<file path="src/nth_ugly_number_generator_defines.svh">
// Assertion macros shared by the ugly number generator modules.
`ifndef NTH_UGLY_NUMBER_GENERATOR_DEFINES_SVH
`define NTH_UGLY_NUMBER_GENERATOR_DEFINES_SVH

// Same-cycle implication, sampled on clk, off while arst_n is low.
`define NUG_ASSERT_NOW(label, pre, post, msg) \
	label: assert property (@(posedge clk) disable iff (!arst_n) (pre) |-> (post)) \
		else $error(msg);

// Next-cycle implication, sampled on clk, off while arst_n is low.
`define NUG_ASSERT_NEXT(label, pre, post, msg) \
	label: assert property (@(posedge clk) disable iff (!arst_n) (pre) |=> (post)) \
		else $error(msg);

`endif

</file>
<file path="src/nug_pkg.sv">
// Types and constants shared by the ugly number generator modules.
`timescale 1ns / 1ps

package nug_pkg;

	localparam int POS_W  = 11;
	localparam int VAL_W  = 31;
	localparam int PROD_W = 34;

	typedef enum logic [2:0] {
		ST_IDLE,
		ST_INIT,
		ST_RD2,
		ST_RD3,
		ST_RD5,
		ST_WR,
		ST_DONE
	} state_t;

	typedef enum logic [1:0] {
		RSEL_P2,
		RSEL_P3,
		RSEL_P5
	} rsel_t;

	typedef struct packed {
		logic  capture_pos;
		logic  init;
		rsel_t rd_sel;
		logic  cap2;
		logic  cap3;
		logic  step;
		logic  load_out;
	} cmd_t;

	typedef struct packed {
		logic pos_bad;
		logic built;
		logic out_free;
	} sts_t;

endpackage

</file>
<file path="src/nug_ctrl.sv">
// Controller: state machine that sequences store reads, writes and the output word.
`timescale 1ns / 1ps
`include "nth_ugly_number_generator_defines.svh"

module nug_ctrl (
	input  logic          clk,
	input  logic          arst_n,
	input  logic          in_valid,
	output logic          in_stall,
	input  nug_pkg::sts_t sts,
	output nug_pkg::cmd_t cmd
);

	import nug_pkg::*;

	state_t state_q, state_d;

	always_ff @(posedge clk or negedge arst_n) begin
		if (!arst_n) begin
			state_q <= ST_IDLE;
		end else begin
			state_q <= state_d;
		end
	end

	always_comb begin
		state_d = state_q;
		unique case (state_q)
			ST_IDLE: begin
				if (in_valid) begin
					state_d = sts.pos_bad ? ST_DONE : ST_INIT;
				end
			end
			ST_INIT: state_d = ST_RD2;
			ST_RD2:  state_d = sts.built ? ST_DONE : ST_RD3;
			ST_RD3:  state_d = ST_RD5;
			ST_RD5:  state_d = ST_WR;
			ST_WR:   state_d = ST_RD2;
			ST_DONE: begin
				if (sts.out_free) begin
					state_d = ST_IDLE;
				end
			end
			default: state_d = ST_IDLE;
		endcase
	end

	always_comb begin
		cmd      = '0;
		cmd.rd_sel = RSEL_P2;
		in_stall = 1'b1;
		unique case (state_q)
			ST_IDLE: begin
				in_stall        = 1'b0;
				cmd.capture_pos = in_valid;
			end
			ST_INIT: cmd.init = 1'b1;
			ST_RD2:  cmd.rd_sel = RSEL_P2;
			ST_RD3: begin
				cmd.rd_sel = RSEL_P3;
				cmd.cap2   = 1'b1;
			end
			ST_RD5: begin
				cmd.rd_sel = RSEL_P5;
				cmd.cap3   = 1'b1;
			end
			ST_WR:   cmd.step = 1'b1;
			ST_DONE: cmd.load_out = sts.out_free;
			default: in_stall = 1'b1;
		endcase
	end

	`NUG_ASSERT_NEXT(a_accept_starts_work, in_valid && !in_stall, state_q != ST_IDLE,
		"accepted word did not start a request")

endmodule

</file>
<file path="config.mk">
export PLATFORM = sky130hd
export DESIGN_NAME = nug_ctrl
export DESIGN_NICKNAME = d
export VERILOG_FILES = /design/src/nug_pkg.sv /design/src/nug_ctrl.sv
export VERILOG_INCLUDE_DIRS = /design/src /design/src/src
export SDC_FILE = /design/constraint.sdc
export NUM_CORES = 1
export LEC_CHECK = 0
export BUFFER_PORTS_ARGS = -buffer_cell sky130_fd_sc_hd__buf_2
export CORE_AREA = 2 2 39 41
export CTS_BUF_LIST = sky130_fd_sc_hd__clkbuf_16
export DETAILED_ROUTE_END_ITERATION = 16
export DIE_AREA = 0 0 41 43
export GPL_ROUTABILITY_DRIVEN = 1
export MAX_ROUTING_LAYER = met4
export PLACE_DENSITY = 0.52
export SLEW_MARGIN = 25
export SYNTH_ARGS = -nofsm -noshare
export SYNTH_HDL_FRONTEND = slang
export SYNTH_SLANG_ARGS = --single-unit
</file>
<file path="constraint.sdc">
create_clock -name clk -period 2 [get_ports clk]
set_clock_uncertainty 0.15 [all_clocks]
set_input_delay 0.1 -clock clk [delete_from_list [all_inputs] [get_ports clk]]
set_output_delay 0.1 -clock clk [all_outputs]
set_load 0.03 [all_outputs]
</file>
After elaboration in Yosys (flattened, before gate mapping)
Cells that the tools add are included.

word-level totals
  logic and storage cells = 25
  input bits = 6
  register bits after elaboration = 3

operators by class
  reductions and logical operators = 3
  equality and inequality tests = 8
  muxes and demuxes = 13

operator list
  operator            count
  $pmux 3 s6          1
  $mux 3              4
  $eq 3x3->1 const B  3
  $mux 1              7
  $eq 3x2->1 const B  2
  $ne 2x2->1 const B  2
  $pmux 2 s2          1
  $eq 3x1->1 const B  1
  $logic_not 3->1     1
  $reduce_and 2->1    1
  $reduce_or 2->1     1

Logic depth before layout (Yosys ltp)
Gate-level depths: netlist of the first run.

  depth in word-level cells = 3
  mapped depth = 4
  mapped depth without buffers = 3

Worst setup path before layout of the first run
OpenSTA, ideal clock, no wires.

  path type = register to output
  start = reg state_q[1]
  end = out cmd[5] in the netlist's numbering
  cell stages (with the launch flop) = 5
  arrival time = 1.437 ns
  required time = 1.750 ns
  path buffers = 2
  path slack = 0.313 ns
  cell sequence = dfrtp_1 > buf_6 > or2_4 > nor2_1 > buf_4

RTL lines
  element                 line            source
  start, declared         nug_ctrl.sv:16  state_t state_q, state_d;
  start signal, assigned  nug_ctrl.sv:22  state_q <= state_d;
  end, declared           nug_ctrl.sv:11  output nug_pkg::cmd_t cmd

==> results of run 1 <==
## cells by family after synthesis
logic type      after synthesis  synth area share (%)
simple gates                 13                 32.99
compound gates                8                 22.17
flops                         3                 30.93
buf+inv                       5                 13.92
## report_power, final
part | switching, W | internal, W | total [W]
Combinational | 0.000228 | 0.000143 | 0.000371
Clock | 0.0000478 | 0.000257 | 0.000305
Sequential | 0.0000641 | 0.0000922 | 0.000156
## per-stage QoR
stage,hold WS [ns],cells,power (W),utilization (%)
4_1_cts,0.01362,61,0.0008475,28.57
2_1_floorplan,-0.3456,29,0.0004793,-
6_report,0.01270,61,0.0008322,28.57
3_5_place_dp,-0.2496,56,0.0005280,22.15
3_3_place_gp,-0.2511,56,0.0005305,22.15
5_1_grt,0.02557,61,0.0008900,28.57
## critical path, delay by kind of cell, from the launching register on
family / cells / cell delay, ns
buf+inv: 1 / 0.19
flops: 1 / 0.46
simple gates: 2 / 0.48
## layer usage
layer  GRT usage [%]  share of wire [%]
met5               -                  0
met2           10.94                 51
met3           6.283                5.2
met1           8.039                 43
met4               0                  0
## path summary, 6_finish.rpt
kind                                        start                endpoint  slack (ns)
min reg2reg                state_q[2]$_DFFE_PN0P_  state_q[1]$_DFFE_PN0P_        0.44
min in group asynchronous                  arst_n  state_q[0]$_DFFE_PN0P_        0.06
max in group asynchronous                  arst_n  state_q[2]$_DFFE_PN0P_        1.53
max reg2reg                state_q[1]$_DFFE_PN0P_  state_q[1]$_DFFE_PN0P_        0.73
max                        state_q[1]$_DFFE_PN0P_                  cmd[7]        0.40
min                                        sts[1]  state_q[0]$_DFFE_PN0P_        0.01
## layout by cell type (no fill, tap or decap)
cell	n
and2_1	2
nor2_2	1
nor3b_1	2
a221oi_1	1
dlygate4sd3_1	1
o21a_1	1
nor2_1	2
clkbuf_16	3
o2bb2ai_1	1
a21oi_1	4
nor2b_1	1
dfrtp_1	3
nand2_1	2
o22a_1	1
nor3_1	1
buf_2	14
or3_4	1
inv_1	3
or2_4	1
## final cells by class
cell class / count / area share [%]
sequential: 3 / 18.99
clock inverter: 1 / 0.9494
inverter: 2 / 1.899
timing repair buffer: 15 / 20.25
multi-input combinational: 21 / 33.86
clock buffer: 3 / 18.99
tap: 16 / 5.063
==> reports/metrics.yaml, run 1 <==
drive_above_1_share_pct: 44.44
cts_made_buffers: 3
avgSynthCellArea_um2: 8.370
vias_per_cell: 4.082
grt_overflow: 0
grt_max_degree: 11
clk_latency_ns: 0.22
die_w_um: 41
via_count: 249
finalNetCount: 52
worstMarginPinSlew_ns: 0.2848
fillers: 160
setup_violations: 0
post_cts_buffers: 0
gp_congestion: 0.7328
cts_tree: "done"
fin_tns_setup_ns: 0
clock_path_buffers: 2
dieArea_um2: 1763
rows: 14
hold_viol_final: 0
rr_worst_depth: 3
grt_pass1_vias: 214
ant_nets: 0
netlist_top_cells_count: "4 x a21oi_1, 3 x dfrtp_1"
antenna-diode-count: 0
antenna_found_initial: 0
place_area_um2: 306.5
ff_latch_area_um2: 75.07
critical_path_peak_fanout: 10
largest_reg_flops: 3
coreArea_um2: 1384
syn_to_final_growth_pct: 62.89
rsz0062_at_grt: "false"
hpwl_um: 425.2
required_ns: 1.75
dp_slack_ns: 0.6344
die_h_um: 43
yosys-top-cells-area: "dfrtp_1 31%, a21oi_1 8.2%, buf_4 6.2%"
yosysWarnings: 0
path_class: "reg -> out"
cts.reportedPaths.clkPinSlew_ns: 0.03
wire_per_inst_um: 9.148
htreeDepth: 1
synth_ff_type: "dfrtp_1"
io_pins: 15
synthCells: 29
root_buffer: "clkbuf_16"
path_cells: "or3_4 -> nor2_2 -> buf_2"
drtPass1Iterations: 2
slew_viol_final: 0
synth_seq_cells: 3
yosysTopAreaCellShare_pct: 30.93
cp_slowest_cell: "dfrtp_1"
max_stage_delay_ns: 0.46
largest_register: "state_q"
postCtsHoldBufs: 1
cp_data_arrival_time_ns: 1.35
fin_crit_sh_pct: 80.06
ys_seq_area_share_pct: 30.93
final_area_um2: 395.4
cts.repair.resized: 0
max_slew_margin_pct: 81.01
maxCapViolations: 0
initial_core_util_pct: 17.54
status: "complete, no violations"
min_path_type: "in -> reg"
clkSinkCount: 3
multiInputGateArea_um2: 133.9
ir_drop_mv: 0.9057
syn-num-nets: 35
syn_area_um2: 242.7
critPathLaunchType: "flip-flop"
synthArstFlopShare_pct: 100.0
synth-edff-count: 0
worstHoldPathCells: 3
p_per_area_nw_per_um2: 2105
timing.fmax_mhz: 624.6
setup_slack_ns: 0.3989
io_buffers: 14
top_regs: "state_q (3)"
grt_pass1_wl_um: 828
ys_types: 18
yosysTopAreaCell: "dfrtp_1"
drc: 0
synth.most_common_cell: "a21oi_1"
track_usage_pct: 7.407
total_leakage_power_nw: 0.2023
wl_um: 558
endpoint_kind: "output pin"
drt_iter0_markers: 1
layout_min_cycle_time_ns: 1.601
No activity file was read; power rests on OpenSTA's default activity.
==> run 2, diff against run 1 <==
--- a/config.mk
+++ b/config.mk
@@ -13,7 +13,7 @@
 export DIE_AREA = 0 0 41 43
 export GPL_ROUTABILITY_DRIVEN = 1
 export MAX_ROUTING_LAYER = met4
-export PLACE_DENSITY = 0.52
+export PLACE_DENSITY = 0.53
 export SLEW_MARGIN = 25
 export SYNTH_ARGS = -nofsm -noshare
 export SYNTH_HDL_FRONTEND = slang
==> constraint.sdc (replaced) <==
create_clock -name clk -period 1.3 [get_ports clk]
set_clock_uncertainty 0.15 [all_clocks]
set_input_delay 0.065 -clock clk [delete_from_list [all_inputs] [get_ports clk]]
set_output_delay 0.065 -clock clk [all_outputs]
set_load 0.03 [all_outputs]
==> run 2 against run 1 <==
- the flow now finishes with violations (setup timing)
- final area rose by 33%
- sequential share of layout area fell by 4.7 points
- wire length rose by 23%
- sequential cell count did not move
- critical endpoint unchanged
- highest routed layer is now met4
==> reports/metrics.yaml, run 2 (synthesized netlist as in run 1, its figures left out) <==
status: "finished with violations"
violations: "setup timing"
top_regs: "state_q (3)"
detailroute.wirelength.met2_um: 338
hpwl_um: 466.6
cp_data_arrival_time_ns: 1.25
cts.reportedPaths.clkPinSlew_ns: 0.03
htreeDepth: 1
via_count: 299
fillers: 147
wire_per_inst_um: 9.971
cp_slowest_cell: "or3_4"
clk_latency_ns: 0.22
largest_reg_flops: 3
cts_made_buffers: 3
max_stage_delay_ns: 0.41
endpoint_kind: "output pin"
ir_drop_mv: 1.126
grt_overflow: 0
root_buffer: "clkbuf_16"
drive_above_1_share_pct: 64.15
min_path_type: "in -> async"
critPathLaunchType: "flip-flop"
drt_iter0_markers: 8
grt_pass1_vias: 275
final_core_util_pct: 37.88
highest_layer: "met4"
fin_crit_sh_pct: 112.4
timing.fmax_mhz: 684.6
multiInputGateArea_um2: 173.9
rows: 14
track_usage_pct: 10.41
initial_core_util_pct: 17.54
grt_max_degree: 7
finalNetCount: 60
p_per_area_nw_per_um2: 3116
layout_min_cycle_time_ns: 1.461
io_pins: 15
setup_violations: 9
worstMarginPinSlew_ns: 0.2129
rsz0062_at_grt: "true"
wl_um: 688
setup_slack_ns: -0.1607
placedCellCount: 60
cts_tree: "done"
required_ns: 1.09
critical_path_peak_fanout: 4
io_buffers: 14
layout_commonest_cell: "buf_4"
antenna_found_initial: 0
path_cells: "or3_4 -> nor2_4 -> buf_6"
syn_to_final_growth_pct: 116.0
clock_path_buffers: 2
clkSinkCount: 3
largest_register: "state_q"
final_cell_mix: "10 x buf_4, 8 x buf_2"
drc: 0
ant_nets: 0
max_slew_margin_pct: 85.79
wl_met3_um: 41
maxCapViolations: 0
slew_viol_final: 0
gp_congestion: 0.7873
total_leakage_power_nw: 0.2518
ff_latch_area_um2: 75.07
die_h_um: 43
die_w_um: 41
hold_viol_final: 0
vias_per_cell: 4.333
grt_pass1_wl_um: 1131
path_class: "reg -> out"
fin_cells: 69
met1_length_um: 288
antenna-diode-count: 0
coreArea_um2: 1384
dieArea_um2: 1763
drtPass1Iterations: 3
run 2: changes by cell type in the layout (fill, tap and decap cells not counted), sizes merged:
| cell | previous run | this run |
|---|---|---|
| dlygate4sd3 | 1 | 2 |
| buf | 14 | 21 |
run 2: power by group:
group	total (W)	internal (W)	switching (W)
clock	0.000483	0.000397	0.0000866
combinational	0.000958	0.000446	0.000512
sequential	0.000193	0.000143	0.0000501
run 2: final timing paths:
path                                        start                      to  slack, ns  depth (start not counted)
max in group asynchronous                  arst_n  state_q[1]$_DFFE_PN0P_       0.88                          2
hold / removal                             arst_n  state_q[0]$_DFFE_PN0P_       0.02                          2
min in group clk                           sts[0]  state_q[1]$_DFFE_PN0P_       0.03                          4
setup reg to reg           state_q[0]$_DFFE_PN0P_  state_q[1]$_DFFE_PN0P_       0.05                          4
setup / recovery           state_q[2]$_DFFE_PN0P_                  cmd[7]      -0.16                          3
hold reg to reg            state_q[2]$_DFFE_PN0P_  state_q[1]$_DFFE_PN0P_       0.49                          2
run 2: cell type report:
| class | count | area share [%] |
|---|---|---|
| multi-input combinational | 21 | 33.17 |
| timing repair buffer | 23 | 32.22 |
| sequential | 3 | 14.32 |
| clock buffer | 3 | 14.32 |
| tap | 16 | 3.819 |
| inverter | 2 | 1.432 |
| clock inverter | 1 | 0.7160 |
run 2: timing repair:
item                       CTS  global route
buffers inserted             0             3
hold endpoints to repair     4             0
hold buffers                 2             0
setup endpoints to repair    8            11
resized for setup            6             7
pin swaps                    0             2
run 2: worst max-delay path: cells and delay by family (launching register included):
| kind | cells | cell delay, ns |
|---|---|---|
| AND/OR/NAND/NOR | 2 | 0.50 |
| flip-flops | 1 | 0.40 |
| buffers and inverters | 1 | 0.13 |
run 2: per-layer routing:
metal  global-route usage, %  up-vias
li1                        -      146
met1                   11.65      140
met2                   12.81        9
met3                   4.712        4
met4                   10.00        0
met5                       -        -
run 2: metrics by stage:
stage                     power (W)  TNS (ns)  setup slack [ns]  hold slack, ns  area [um2]
final                      0.001634   -0.9107           -0.1607         0.01821       524.3
after CTS                  0.001495   -0.9042           -0.1612         0.02041       474.2
after global routing       0.001726    -1.340           -0.1891         0.04374       524.3
after detailed placement  0.0009607         0           0.02557         -0.2863       359.1
after global placement    0.0009690         0           0.03110         -0.2874       359.1
after floorplan           0.0007907   -0.2207           -0.1321         -0.3806       265.3
==> run 3, diff against run 2 <==
--- a/config.mk
+++ b/config.mk
@@ -14,6 +14,7 @@
 export GPL_ROUTABILITY_DRIVEN = 1
 export MAX_ROUTING_LAYER = met4
 export PLACE_DENSITY = 0.53
+export SETUP_SLACK_MARGIN = 0.02
 export SLEW_MARGIN = 25
 export SYNTH_ARGS = -nofsm -noshare
 export SYNTH_HDL_FRONTEND = slang
==> run 3 against run 2 <==
- the flow still finishes with violations (setup timing)
- sequential cell count unchanged
- via count unchanged
- worst hold slack unchanged
- non-clock buffer count unchanged
- count of clock-buffer cells in the layout unchanged
- wire length up 0.29%
- die area unchanged
- final area up 0.72%
- critical path depth unchanged
- core utilization up 0.27 points
==> reports/metrics.yaml, run 3 (synthesized netlist as in run 1, its figures left out) <==
comb_power_share_pct: 59.0
p_seq_share_pct: 11.7
io_pins: 15
setup_violations: 9
ant_nets: 0
htreeDepth: 1
multiInputGateArea_um2: 173.9
worstMarginPinSlew_ns: 0.2129
rr_worst_depth: 4
layout_commonest_cell: "buf_4"
ir_drop_mv: 1.134
fin_tns_setup_ns: -0.9107
gp_congestion: 0.7873
clkSinkCount: 3
place_area_um2: 359.1
dieArea_um2: 1763
die_h_um: 43
top_regs: "state_q (3)"
syn_to_final_growth_pct: 117.5
grt_pass1_wl_um: 1131
final_core_util_pct: 38.16
vias_per_cell: 4.333
total_leakage_power_nw: 0.2532
power_switching_w: 0.0006520
internal_power_w: 0.0009965
drt_iter0_markers: 8
min_path_type: "in -> async"
timing.fmax_mhz: 684.6
final_cell_mix: "9 x buf_4, 8 x buf_2, 4 x buf_6"
r2r-end: "state_q[1]$_DFFE_PN0P_"
grt_overflow: 0
layout_min_cycle_time_ns: 1.461
root_buffer: "clkbuf_16"
violations: "setup timing"
slew_viol_final: 0
initial_core_util_pct: 17.54
io_buffers: 14
maxCapViolations: 0
rsz0062_at_grt: "true"
antenna-diode-count: 0
max_slew_margin_pct: 85.79
antenna_found_initial: 0
r2r-start: "state_q[0]$_DFFE_PN0P_"
largest_register: "state_q"
die_w_um: 41
largest_reg_flops: 3
pwr-share-clk_pct: 29.3
drtPass1Iterations: 3
required_ns: 1.09
critical_path_peak_fanout: 4
p_per_area_nw_per_um2: 3122
grt_max_degree: 7
fin_crit_sh_pct: 112.4
drc: 0
cts_made_buffers: 3
cts_tree: "done"
setup_slack_ns: -0.1607
cp_data_arrival_time_ns: 1.25
via_count: 299
clk_latency_ns: 0.22
reg2reg_setup_slack_ns: 0.07
final_area_um2: 528.0
hpwl_um: 466.6
wl_um: 690
swShare_pct: 39.55
path_class: "reg -> out"
hold_viol_final: 0
cts.reportedPaths.clkPinSlew_ns: 0.03
rows: 14
endpoint_kind: "output pin"
total_power_w: 0.001648
fillers: 146
drive_above_1_share_pct: 64.15
finalNetCount: 60
clock_path_buffers: 2
status: "finished with violations"
wire_per_inst_um: 10.00
ff_latch_area_um2: 75.07
grt_pass1_vias: 276
track_usage_pct: 10.41
critPathLaunchType: "flip-flop"
coreArea_um2: 1384
-- run 3: cell counts in the layout (fill, tap and decap cells not counted) --
Identical to the previous run, type by type.
-- run 3: timing repair --
action	in CTS	in global routing
endpoints found under the hold margin	4	0
resized for setup	6	8
setup buffers	0	3
endpoints found under the setup margin	8	11
pin swaps	0	2
hold buffers	2	0
-- run 3: worst max-delay path, cell delays in order (launching register included) --
cell,delay (ns)
dfrtp_1,0.40
or3_4,0.41
nor2_4,0.09
buf_6,0.13
-- run 3: layout make-up --
cell class | instances | area share [%]
clock buffer | 3 | 14.22
clock inverter | 1 | 0.7109
inverter | 2 | 1.422
multi-input combinational | 21 | 32.94
sequential | 3 | 14.22
tap | 16 | 3.791
timing repair buffer | 23 | 32.70
-- run 3: worst max-delay path by stage --
| stage | slack, ns | startpoint | end | cells after the start |
|---|---|---|---|---|
| 3_3_place_gp | 0.03 | state_q[1]$_DFFE_PN0P_ | cmd[7] | 3 |
| 2_1_floorplan | -0.13 | state_q[1]$_DFFE_PN0P_ | cmd[6] | 2 |
| 6_report | -0.16 | state_q[2]$_DFFE_PN0P_ | cmd[7] | 3 |
| 4_1_cts | -0.16 | state_q[2]$_DFFE_PN0P_ | cmd[7] | 3 |
| 5_1_grt | -0.19 | state_q[2]$_DFFE_PN0P_ | cmd[0] | 4 |
| 3_5_place_dp | 0.03 | state_q[2]$_DFFE_PN0P_ | cmd[7] | 3 |
-- run 3: metrics by stage --
step | instances | setup slack [ns] | hold slack, ns
final | 69 | -0.1607 | 0.01821
after global routing | 69 | -0.1891 | 0.04374
after CTS | 66 | -0.1612 | 0.02041
after detailed placement | 60 | 0.02557 | -0.2863
after global placement | 60 | 0.03110 | -0.2874
after floorplan | 29 | -0.1321 | -0.3806
-- run 3: layer usage --
| metal | GRT usage (%) | wire (um) | part of all wire (%) | up-vias |
|---|---|---|---|---|
| li1 | - | - | - | 146 |
| met1 | 11.65 | 289 | 42 | 140 |
| met2 | 12.81 | 338 | 49 | 9 |
| met3 | 4.712 | 41 | 5.9 | 4 |
| met4 | 10.00 | 21 | 3.0 | 0 |
| met5 | - | 0 | 0 | - |
-- run 3: power by group through the flow --
stage	logic [W]	registers [W]	clock network [W]
after global routing	0.00104	0.000200	0.000501
after detailed placement	0.000769	0.000192	0
final	0.000972	0.000193	0.000483
after global placement	0.000776	0.000193	0
after floorplan	0.000620	0.000170	0
after CTS	0.000815	0.000191	0.000489
